$ cat config.mk
export PLATFORM = sky130hd
export DESIGN_NAME = char_lcd_nibble_sequencer
export DESIGN_NICKNAME = d
export VERILOG_FILES = /design/src/hw/rtl/lcdns_pkg.sv /design/src/hw/rtl/char_lcd_nibble_sequencer.sv /design/src/hw/rtl/lcdns_front.sv /design/src/hw/rtl/lcdns_queue.sv /design/src/hw/rtl/lcdns_back.sv
export SDC_FILE = /design/constraint.sdc
export NUM_CORES = 1
export LEC_CHECK = 0
export BUFFER_PORTS_ARGS = -buffer_cell sky130_fd_sc_hd__buf_4
export CAP_MARGIN = 20
export CORE_MARGIN = 4
export CORE_UTILIZATION = 58
export CTS_CLUSTER_SIZE = 14
export DETAILED_ROUTE_END_ITERATION = 6
export PLACE_DENSITY = 0.91
export SYNTH_ARGS = -nofsm -noshare
export SYNTH_HDL_FRONTEND = slang
export SYNTH_SLANG_ARGS = --single-unit
$ cat constraint.sdc
create_clock -name clk -period 4.32 [get_ports clk]
set_input_delay 0.864 -clock clk [delete_from_list [all_inputs] [get_ports clk]]
set_output_delay 0.864 -clock clk [all_outputs]
set_load 0.1 [all_outputs]
$ cat src/hw/rtl/lcdns_pkg.sv
// shared types, constants and the init nibble table for the char lcd nibble sequencer
// used by lcdns_front, lcdns_queue, lcdns_back and the top level
package lcdns_pkg;

  localparam int COLUMNS_DEF  = 16;
  localparam int POS_W        = 5;    // holds a line position up to 31
  localparam int IDX_W        = POS_W + 1;
  localparam int QUEUE_DEPTH  = 4;
  localparam int QPTR_W       = $clog2(QUEUE_DEPTH);
  localparam int INIT_NIBBLES = 12;

  localparam logic [7:0] BYTE_CLEAR  = 8'h01;
  localparam logic [7:0] BYTE_SPACE  = 8'h20;
  localparam logic [7:0] BYTE_CURSOR = 8'h80;

  localparam logic [12:0] WAIT_NIB   = 13'd50;
  localparam logic [12:0] WAIT_BYTE  = 13'd100;
  localparam logic [12:0] WAIT_CLEAR = 13'd2100;

  typedef enum logic [2:0] {
    REQ_INIT   = 3'd0,
    REQ_CLEAR  = 3'd1,
    REQ_CURSOR = 3'd2,
    REQ_CHAR   = 3'd3,
    REQ_LINE   = 3'd4
  } req_t;

  typedef enum logic [1:0] {
    CMD_INIT = 2'd0,
    CMD_BYTE = 2'd1,
    CMD_PAD  = 2'd2
  } cmd_op_t;

  // one queued command: a byte, a run of pad bytes or the whole init sequence
  typedef struct packed {
    cmd_op_t          op;
    logic             rs;
    logic [7:0]       data;
    logic             clr;
    logic [POS_W-1:0] cnt;
    logic             last;
  } cmd_t;

  typedef struct packed {
    logic        rs;
    logic [3:0]  nib;
    logic [15:0] wait_before;
    logic [12:0] wait_after;
    logic        last;
  } nib_t;

  function automatic nib_t init_step(input logic [3:0] idx);
    nib_t s;
    s = '{rs: 1'b0, nib: 4'h0, wait_before: 16'd0, wait_after: WAIT_NIB, last: 1'b0};
    unique case (idx)
      4'd0: begin
        s.nib = 4'h3;
        s.wait_before = 16'd50000;
        s.wait_after = 13'd5050;
      end
      4'd1, 4'd2: begin
        s.nib = 4'h3;
        s.wait_after = 13'd200;
      end
      4'd3: s.nib = 4'h2;
      4'd4: s.nib = 4'h2;
      4'd5: begin
        s.nib = 4'h8;
        s.wait_after = WAIT_BYTE;
      end
      4'd6: s.nib = 4'h0;
      4'd7: begin
        s.nib = 4'hC;
        s.wait_after = WAIT_BYTE;
      end
      4'd8: s.nib = 4'h0;
      4'd9: begin
        s.nib = 4'h6;
        s.wait_after = WAIT_BYTE;
      end
      4'd10: s.nib = 4'h0;
      4'd11: begin
        s.nib = 4'h1;
        s.wait_after = WAIT_CLEAR;
      end
      default: s.nib = 4'h0;
    endcase
    return s;
  endfunction

endpackage

$ cat src/hw/rtl/char_lcd_nibble_sequencer.sv
// the first nibble word of a request passes through the queue, the back-end command
// register and the output register before it shows on out_tvalid. a byte expands to two
// nibble words (one per nibble, set by the back-end nibble counter), init to 12, a pad run
// to two per space; a line start holds in_tready low until its second command is queued.
// up to four commands queue between front and back. reset: synchronous active-low rst_n
// clears ready, line state, the queue, the back-end state and the output valid; no clearing pass
module char_lcd_nibble_sequencer
  import lcdns_pkg::*;
#(
  parameter int COLUMNS = COLUMNS_DEF
) (
  input  logic        clk,
  input  logic        rst_n,
  input  logic        in_tvalid,
  output logic        in_tready,
  input  logic [23:0] in_tdata,   // col[7:0], row[15:8], char_code[23:16]
  input  logic [2:0]  in_tuser,   // req_type[2:0]
  output logic        out_tvalid,
  input  logic        out_tready,
  output logic [39:0] out_tdata,  // nibble[3:0], wait_before_us[19:4], wait_after_us[32:20], zeros
  output logic [0:0]  out_tuser,  // reg_select[0]
  output logic        out_tlast
);

  logic push, q_full, q_pop, q_empty;
  cmd_t push_cmd, q_cmd;
  nib_t out_nib;

  lcdns_front #(
    .COLUMNS(COLUMNS)
  ) u_front (
    .clk       (clk),
    .rst_n     (rst_n),
    .in_valid  (in_tvalid),
    .in_ready  (in_tready),
    .req_type  (in_tuser),
    .col       (in_tdata[7:0]),
    .row       (in_tdata[15:8]),
    .char_code (in_tdata[23:16]),
    .push      (push),
    .push_cmd  (push_cmd),
    .q_full    (q_full)
  );

  lcdns_queue u_queue (
    .clk      (clk),
    .rst_n    (rst_n),
    .push     (push),
    .push_cmd (push_cmd),
    .full     (q_full),
    .pop      (q_pop),
    .pop_cmd  (q_cmd),
    .empty    (q_empty)
  );

  lcdns_back u_back (
    .clk       (clk),
    .rst_n     (rst_n),
    .q_empty   (q_empty),
    .q_cmd     (q_cmd),
    .q_pop     (q_pop),
    .out_valid (out_tvalid),
    .out_ready (out_tready),
    .out_nib   (out_nib)
  );

  assign out_tdata = {7'd0, out_nib.wait_after, out_nib.wait_before, out_nib.nib};
  assign out_tuser = out_nib.rs;
  assign out_tlast = out_nib.last;

endmodule

$ cat src/hw/rtl/lcdns_front.sv
// request decode: keeps ready and line state, turns each accepted word into zero, one or two queued commands
// depends on lcdns_pkg
module lcdns_front
  import lcdns_pkg::*;
#(
  parameter int COLUMNS = COLUMNS_DEF
) (
  input  logic       clk,
  input  logic       rst_n,
  input  logic       in_valid,
  output logic       in_ready,
  input  logic [2:0] req_type,
  input  logic [7:0] col,
  input  logic [7:0] row,
  input  logic [7:0] char_code,
  output logic       push,
  output cmd_t       push_cmd,
  input  logic       q_full
);

  logic             ready_flag_r, ready_flag_nxt;
  logic [POS_W-1:0] pos_r, pos_nxt;
  logic             pend_r, pend_nxt;
  cmd_t             pend_cmd_r, pend_cmd_nxt;

  logic       accept;
  logic       first_v;
  cmd_t       first_cmd;
  logic       row_c;
  logic [4:0] col_c;
  logic [7:0] cur_byte, line_byte;

  assign in_ready = !pend_r && !q_full;
  assign accept   = in_valid && in_ready;

  always_comb begin
    row_c = (row <= 8'd1) ? row[0] : 1'b0;
    col_c = (col < 8'(COLUMNS)) ? col[4:0] : 5'd0;
    cur_byte  = BYTE_CURSOR | {1'b0, row_c, 6'd0} | {3'd0, col_c};
    line_byte = BYTE_CURSOR | {1'b0, row_c, 6'd0};
  end

  always_comb begin
    ready_flag_nxt = ready_flag_r;
    pos_nxt        = pos_r;
    pend_nxt       = pend_r;
    pend_cmd_nxt   = pend_cmd_r;
    first_v        = 1'b0;
    first_cmd      = '{op: CMD_BYTE, rs: 1'b0, data: 8'd0, clr: 1'b0, cnt: '0, last: 1'b1};

    if (pend_r && !q_full) begin
      pend_nxt = 1'b0;
    end

    if (accept) begin
      unique case (req_type)
        REQ_INIT: begin
          first_v        = 1'b1;
          first_cmd.op   = CMD_INIT;
          ready_flag_nxt = 1'b1;
          pos_nxt        = '0;
        end
        REQ_CLEAR: begin
          first_v        = ready_flag_r;
          first_cmd.data = BYTE_CLEAR;
          first_cmd.clr  = 1'b1;
        end
        REQ_CURSOR: begin
          first_v        = 1'b1;
          first_cmd.data = cur_byte;
        end
        REQ_CHAR: begin
          first_v        = 1'b1;
          first_cmd.rs   = 1'b1;
          first_cmd.data = char_code;
        end
        REQ_LINE: begin
          if (ready_flag_r) begin
            if (pos_r == '0) begin
              // line start: cursor move first, then the character or a full pad run
              first_v        = 1'b1;
              first_cmd.data = line_byte;
              first_cmd.last = 1'b0;
              pend_nxt       = 1'b1;
              pend_cmd_nxt   = '{op: CMD_BYTE, rs: 1'b1, data: char_code, clr: 1'b0,
                                 cnt: '0, last: 1'b1};
              if (char_code != 8'd0) begin
                pos_nxt = POS_W'(1);
              end else begin
                pend_cmd_nxt.op   = CMD_PAD;
                pend_cmd_nxt.data = BYTE_SPACE;
                pend_cmd_nxt.cnt  = POS_W'(COLUMNS);
              end
            end else if (char_code != 8'd0) begin
              if (pos_r < POS_W'(COLUMNS)) begin
                first_v        = 1'b1;
                first_cmd.rs   = 1'b1;
                first_cmd.data = char_code;
                pos_nxt        = pos_r + POS_W'(1);
              end
            end else begin
              first_v        = (pos_r < POS_W'(COLUMNS));
              first_cmd.op   = CMD_PAD;
              first_cmd.rs   = 1'b1;
              first_cmd.data = BYTE_SPACE;
              first_cmd.cnt  = POS_W'(COLUMNS) - pos_r;
              pos_nxt        = '0;
            end
          end
        end
        default: first_v = 1'b0;
      endcase
    end
  end

  assign push     = (accept && first_v) || (pend_r && !q_full);
  assign push_cmd = pend_r ? pend_cmd_r : first_cmd;

  always_ff @(posedge clk) begin
    if (!rst_n) begin
      ready_flag_r <= 1'b0;
      pos_r        <= '0;
      pend_r       <= 1'b0;
    end else begin
      ready_flag_r <= ready_flag_nxt;
      pos_r        <= pos_nxt;
      pend_r       <= pend_nxt;
    end
  end

  always_ff @(posedge clk) begin
    pend_cmd_r <= pend_cmd_nxt;
  end

endmodule

$ cat src/hw/rtl/lcdns_queue.sv
// short command queue between the decode front and the nibble back end
// depends on lcdns_pkg
module lcdns_queue
  import lcdns_pkg::*;
(
  input  logic clk,
  input  logic rst_n,
  input  logic push,
  input  cmd_t push_cmd,
  output logic full,
  input  logic pop,
  output cmd_t pop_cmd,
  output logic empty
);

  cmd_t              mem_r [QUEUE_DEPTH];
  logic [QPTR_W-1:0] wr_r, wr_nxt, rd_r, rd_nxt;
  logic [QPTR_W:0]   cnt_r, cnt_nxt;

  assign full    = (cnt_r == (QPTR_W+1)'(QUEUE_DEPTH));
  assign empty   = (cnt_r == '0);
  assign pop_cmd = mem_r[rd_r];

  always_comb begin
    wr_nxt  = push ? wr_r + QPTR_W'(1) : wr_r;
    rd_nxt  = pop ? rd_r + QPTR_W'(1) : rd_r;
    cnt_nxt = cnt_r + (QPTR_W+1)'(push) - (QPTR_W+1)'(pop);
  end

  always_ff @(posedge clk) begin
    if (!rst_n) begin
      wr_r  <= '0;
      rd_r  <= '0;
      cnt_r <= '0;
    end else begin
      wr_r  <= wr_nxt;
      rd_r  <= rd_nxt;
      cnt_r <= cnt_nxt;
    end
  end

  always_ff @(posedge clk) begin
    if (push) begin
      mem_r[wr_r] <= push_cmd;
    end
  end

endmodule

$ cat src/hw/rtl/lcdns_back.sv
// nibble sequencer: expands queued commands into timed nibble words behind an output register
// depends on lcdns_pkg
module lcdns_back
  import lcdns_pkg::*;
(
  input  logic clk,
  input  logic rst_n,
  input  logic q_empty,
  input  cmd_t q_cmd,
  output logic q_pop,
  output logic out_valid,
  input  logic out_ready,
  output nib_t out_nib
);

  typedef enum logic [1:0] {
    ST_IDLE = 2'b01,
    ST_RUN  = 2'b10
  } state_t;

  state_t           state_r, state_nxt;
  cmd_t             cmd_r, cmd_nxt;
  logic [IDX_W-1:0] idx_r, idx_nxt;
  logic             valid_r, valid_nxt;
  nib_t             nib_r, nib_nxt;

  logic [IDX_W-1:0] total;
  logic             final_nib, emit, load;
  nib_t             cur;

  always_comb begin
    unique case (cmd_r.op)
      CMD_INIT: total = IDX_W'(INIT_NIBBLES);
      CMD_PAD:  total = {cmd_r.cnt, 1'b0};
      default:  total = IDX_W'(2);
    endcase
    final_nib = (idx_r == total - IDX_W'(1));

    if (cmd_r.op == CMD_INIT) begin
      cur = init_step(idx_r[3:0]);
    end else begin
      cur.rs          = cmd_r.rs;
      cur.nib         = idx_r[0] ? cmd_r.data[3:0] : cmd_r.data[7:4];
      cur.wait_before = 16'd0;
      cur.wait_after  = !idx_r[0] ? WAIT_NIB : (cmd_r.clr ? WAIT_CLEAR : WAIT_BYTE);
      cur.last        = 1'b0;
    end
    cur.last = cmd_r.last && final_nib;
  end

  assign emit  = (state_r == ST_RUN) && (!valid_r || out_ready);
  assign load  = !q_empty && ((state_r == ST_IDLE) || (emit && final_nib));
  assign q_pop = load;

  always_comb begin
    state_nxt = state_r;
    cmd_nxt   = cmd_r;
    idx_nxt   = idx_r;
    if (load) begin
      state_nxt = ST_RUN;
      cmd_nxt   = q_cmd;
      idx_nxt   = '0;
    end else if (emit && final_nib) begin
      state_nxt = ST_IDLE;
    end else if (emit) begin
      idx_nxt = idx_r + IDX_W'(1);
    end

    nib_nxt   = emit ? cur : nib_r;
    valid_nxt = emit ? 1'b1 : (out_ready ? 1'b0 : valid_r);
  end

  always_ff @(posedge clk) begin
    if (!rst_n) begin
      state_r <= ST_IDLE;
      valid_r <= 1'b0;
      idx_r   <= '0;
    end else begin
      state_r <= state_nxt;
      valid_r <= valid_nxt;
      idx_r   <= idx_nxt;
    end
  end

  always_ff @(posedge clk) begin
    cmd_r <= cmd_nxt;
    nib_r <= nib_nxt;
  end

  assign out_valid = valid_r;
  assign out_nib   = nib_r;

endmodule

==> impl_metrics.tcl <==
set metrics [dict create \
    outcome "complete, no violations" \
    hold_path_class "reg2reg" \
    drt_pre_antenna_iters 5 \
    grt_antenna_before_repair 0 \
    yosys.area.top_type_share_pct 54.4 \
    synth_common_cells "115 x edfxtp_1, 32 x nor2_1, 31 x nand2_1, 27 x buf_4, 24 x inv_1" \
    syn_avg_cell_area_um2 13.3 \
    finalHoldViolations 0 \
    tns_ns 0 \
    final_layout_size_suffix_gt1_share_pct 21.5 \
    nets 569 \
    synth-seq-cells 138 \
    path_max_fanout 8 \
    synthMuxAreaShare_pct 7.34 \
    grt_pass1_vias 3872 \
    h-tree-depth 4 \
    route.detailed.drc 0 \
    rr_worst_depth 13 \
    via_per_inst 5.80 \
    cts_root_buf "clkbuf_8" \
    register_area_mm2 0.00391 \
    ys.flop_type "edfxtp_1" \
    synth_cells 477 \
    gp_congestion 0.934 \
    fill_cells 657 \
    holdWs_ns 0.497 \
    switchingPower_mw 1.45 \
    ys_top_cells_by_area "edfxtp_1 54%, dfxtp_1 7.3%, mux4_2 6.4%" \
    multi_input_area_mm2 0.00212 \
    rows 37 \
    skew_ns 0.00956 \
    power_switching_share_pct 33.7 \
    finalCritPeriodShare_pct 83.1 \
    grt.total_usage_pct 19.4 \
    final_max_slew_viol_count 0 \
    die_y_um 113 \
    fmaxAchievable_mhz 279 \
    p_comb_share_pct 27.1 \
    synth_adder_area_share_pct 3.27 \
    cts_setup_buffers 0 \
    die_w_um 113 \
    min_period_ns 3.59 \
    ff2ff_setup_slack_ns 0.73 \
    grt_overflow_total 0 \
    worst_slew_pin_slew_ns 0.960 \
    insertion_delay_ns 0.52 \
    postCtsHoldBufs 0 \
    whs_path_depth 2 \
    syn_area_mm2 0.00634 \
    start_kind "flip-flop" \
    min_from "u_back.state_r[0]$_SDFFE_PN1P_" \
    ir_drop_mv 0.385 \
    ys_types 60 \
    setup_viol 0 \
    io_pins 75 \
    drt-wirelength-per-cell_um 17.7 \
    clkSinkCount 138 \
    grt_start_max_net_pins 21 \
    r2r-end "u_queue.cnt_r[2]$_SDFF_PN0_" \
    internal_power_mw 2.85 \
    ys_seq_area_share_pct 61.7 \
    synth-simple-area-share_pct 10.4 \
    worstPathRequired_ns 4.73 \
    drt_iter0_drc 260 \
    path_class "reg2reg" \
    synth_top_family_by_area "simple AND/OR/NAND/NOR gates" \
    cellLeakagePower_nw 2.60 \
    routed_wirelength_um 11900 \
    grt_pass1_wl_um 19200 \
    arrival_ns 3.99 \
    post_cts_resized 0 \
    via_count 3892 \
    p_clk_share_pct 32.0 \
    cts_tree "done" \
    antennaDiodeCount 0 \
    synth.most_common_cell "edfxtp_1" \
    slew_headroom_pct 36.0 \
    postSynth.asyncResetShare_pct 0 \
    synth-compound-area-share_pct 8.85 \
    initial_core_util_pct 60.4 \
    cts_inserted_buffers 17 \
    path_clk_slew_ns 0.06 \
    critPathLaunch "u_back.cmd_r[17]$_DFFE_PP_" \
    rsz0062_at_grt "no" \
    areaGrowthSynthToFinish_pct 14.8 \
    drtAntennaViolNets 0 \
    hold_path_end "u_back.state_r[1]$_SDFFE_PN0P_" \
    dp_hpwl_um 7840 \
    io_buffers 55 \
    endpoint_kind "flip-flop" \
    yosys.area.top_type "edfxtp_1" \
    seqPwrFrac_pct 41.0 \
    yosys_warnings 0 \
    powerDensity_mw_per_mm2 591 \
    crit-reg2reg-launch "u_back.cmd_r[17]$_DFFE_PP_" \
    synth_edf_count 115 \
    synth-xor-area-share_pct 2.35 \
    drv_cap 0 \
    coreArea_mm2 0.0105 \
    cts_buffer_depth 2 \
    die_area_mm2 0.0127 \
]
layer usage:
layer | vias to the layer above | global-route usage [%] | routed length (um)
met2 | 184 | 34.8 | 6260
met1 | 1877 | 22.8 | 4640
met3 | 15 | 5.18 | 864
li1 | 1816 | - | -
met5 | - | 0 | 0
met4 | 0 | 5.61 | 123
power groups by stage:
| stage | sequential, mW | clock [mW] | combinational, mW |
|---|---|---|---|
| 4_1_cts | 1.76 | 1.39 | 1.17 |
| 5_1_grt | 1.78 | 1.46 | 1.25 |
| 3_5_place_dp | 1.79 | 0 | 1.16 |
| 6_report | 1.76 | 1.38 | 1.17 |
| 2_1_floorplan | 1.93 | 0 | 0.800 |
| 3_3_place_gp | 1.77 | 0 | 1.13 |
how the worst max path moves through the flow:
stage	to	slack (ns)	depth (start not counted)
final	u_queue.cnt_r[2]$_SDFF_PN0_	0.73	13
after global routing	u_queue.cnt_r[2]$_SDFF_PN0_	0.47	13
after CTS	u_queue.cnt_r[2]$_SDFF_PN0_	0.74	13
after detailed placement	u_queue.cnt_r[2]$_SDFF_PN0_	0.74	13
after global placement	u_queue.cnt_r[2]$_SDFF_PN0_	0.95	13
after floorplan	u_queue.cnt_r[2]$_SDFF_PN0_	0.64	13
per-stage QoR:
step                      cells  setup WS [ns]  utilization (%)  power (mW)  cell area [um2]
after floorplan             495          0.635                -        2.73             6410
after global placement      639          0.952             63.9        2.90             6720
after detailed placement    639          0.745             63.9        2.95             6720
after CTS                   671          0.737             69.3        4.33             7280
after global routing        671          0.473             69.3        4.49             7280
final                       671          0.732             69.3        4.30             7280
critical path, stage by stage (launching register included):
cell	delay, ns
edfxtp_1	0.49
a21oi_1	0.29
ha_1	0.24
xnor2_1	0.08
or3_4	0.40
a2111oi_4	0.53
nand4_1	0.24
nand2_1	0.18
ha_1	0.15
inv_1	0.04
ha_1	0.18
fa_1	0.37
xnor2_1	0.13
and2_1	0.15
area by class of cell:
cell class / instances / share of cell area [%]
sequential: 138 / 53.7
multi-input combinational: 284 / 29.0
timing repair buffer: 57 / 5.88
clock buffer: 18 / 5.74
tap: 136 / 2.34
clock inverter: 14 / 2.03
inverter: 24 / 1.24
registers in the layout, summed over array words and instances, names as in the netlist:
signal	count
u_queue.rd_r	2
u_queue.mem_r	72
u_front.ready_flag_r	1
u_back.idx_r	6
u_queue.cnt_r	3
u_back.state_r	2
u_back.cmd_r	18
u_queue.wr_r	2
u_back.out_nib	15
u_front.pend_cmd_r	10
u_front.pend_r	1
u_back.out_valid	1
u_front.pos_r	5
cell families (layout without fill, tap and decap cells):
logic type / count (synthesis) / count (layout)
flops: 138 / 138
simple gates: 128 / 128
compound gates: 80 / 80
buf+inv: 73 / 113
mux: 24 / 24
xor+xnor: 17 / 17
fa+ha+maj: 16 / 16
other cells: 1 / 19
placed cells by master, fill, tap and decap left out, types with 3 or more instances in the layout:
cell type   synthesis  routed
inv_6               0       3
mux2i_1             6       6
nand2_1            31      31
nand2b_1            8       8
nor2_1             32      32
mux4_2             18      18
buf_4              27      57
conb_1              1      19
a21o_1              4       4
dfxtp_1            23      23
or2_2               3       3
inv_1              24      24
clkbuf_16           0      16
nor4_1              3       3
clkinv_4            0       3
or4_1               6       6
a22oi_1             4       4
o31ai_1             6       6
ha_1               15      15
nand3_1             5       5
o21ai_0            20      20
a21oi_1            15      15
a31oi_1             4       4
and2_1              9       9
edfxtp_1          115     115
nor3_1              9       9
clkinvlp_4          0       3
o21ai_1             4       4
nor3b_1             3       3
xnor2_1            12      12
xor2_1              5       5
nand4_1             4       4
No activity file was read; power rests on OpenSTA's default activity.
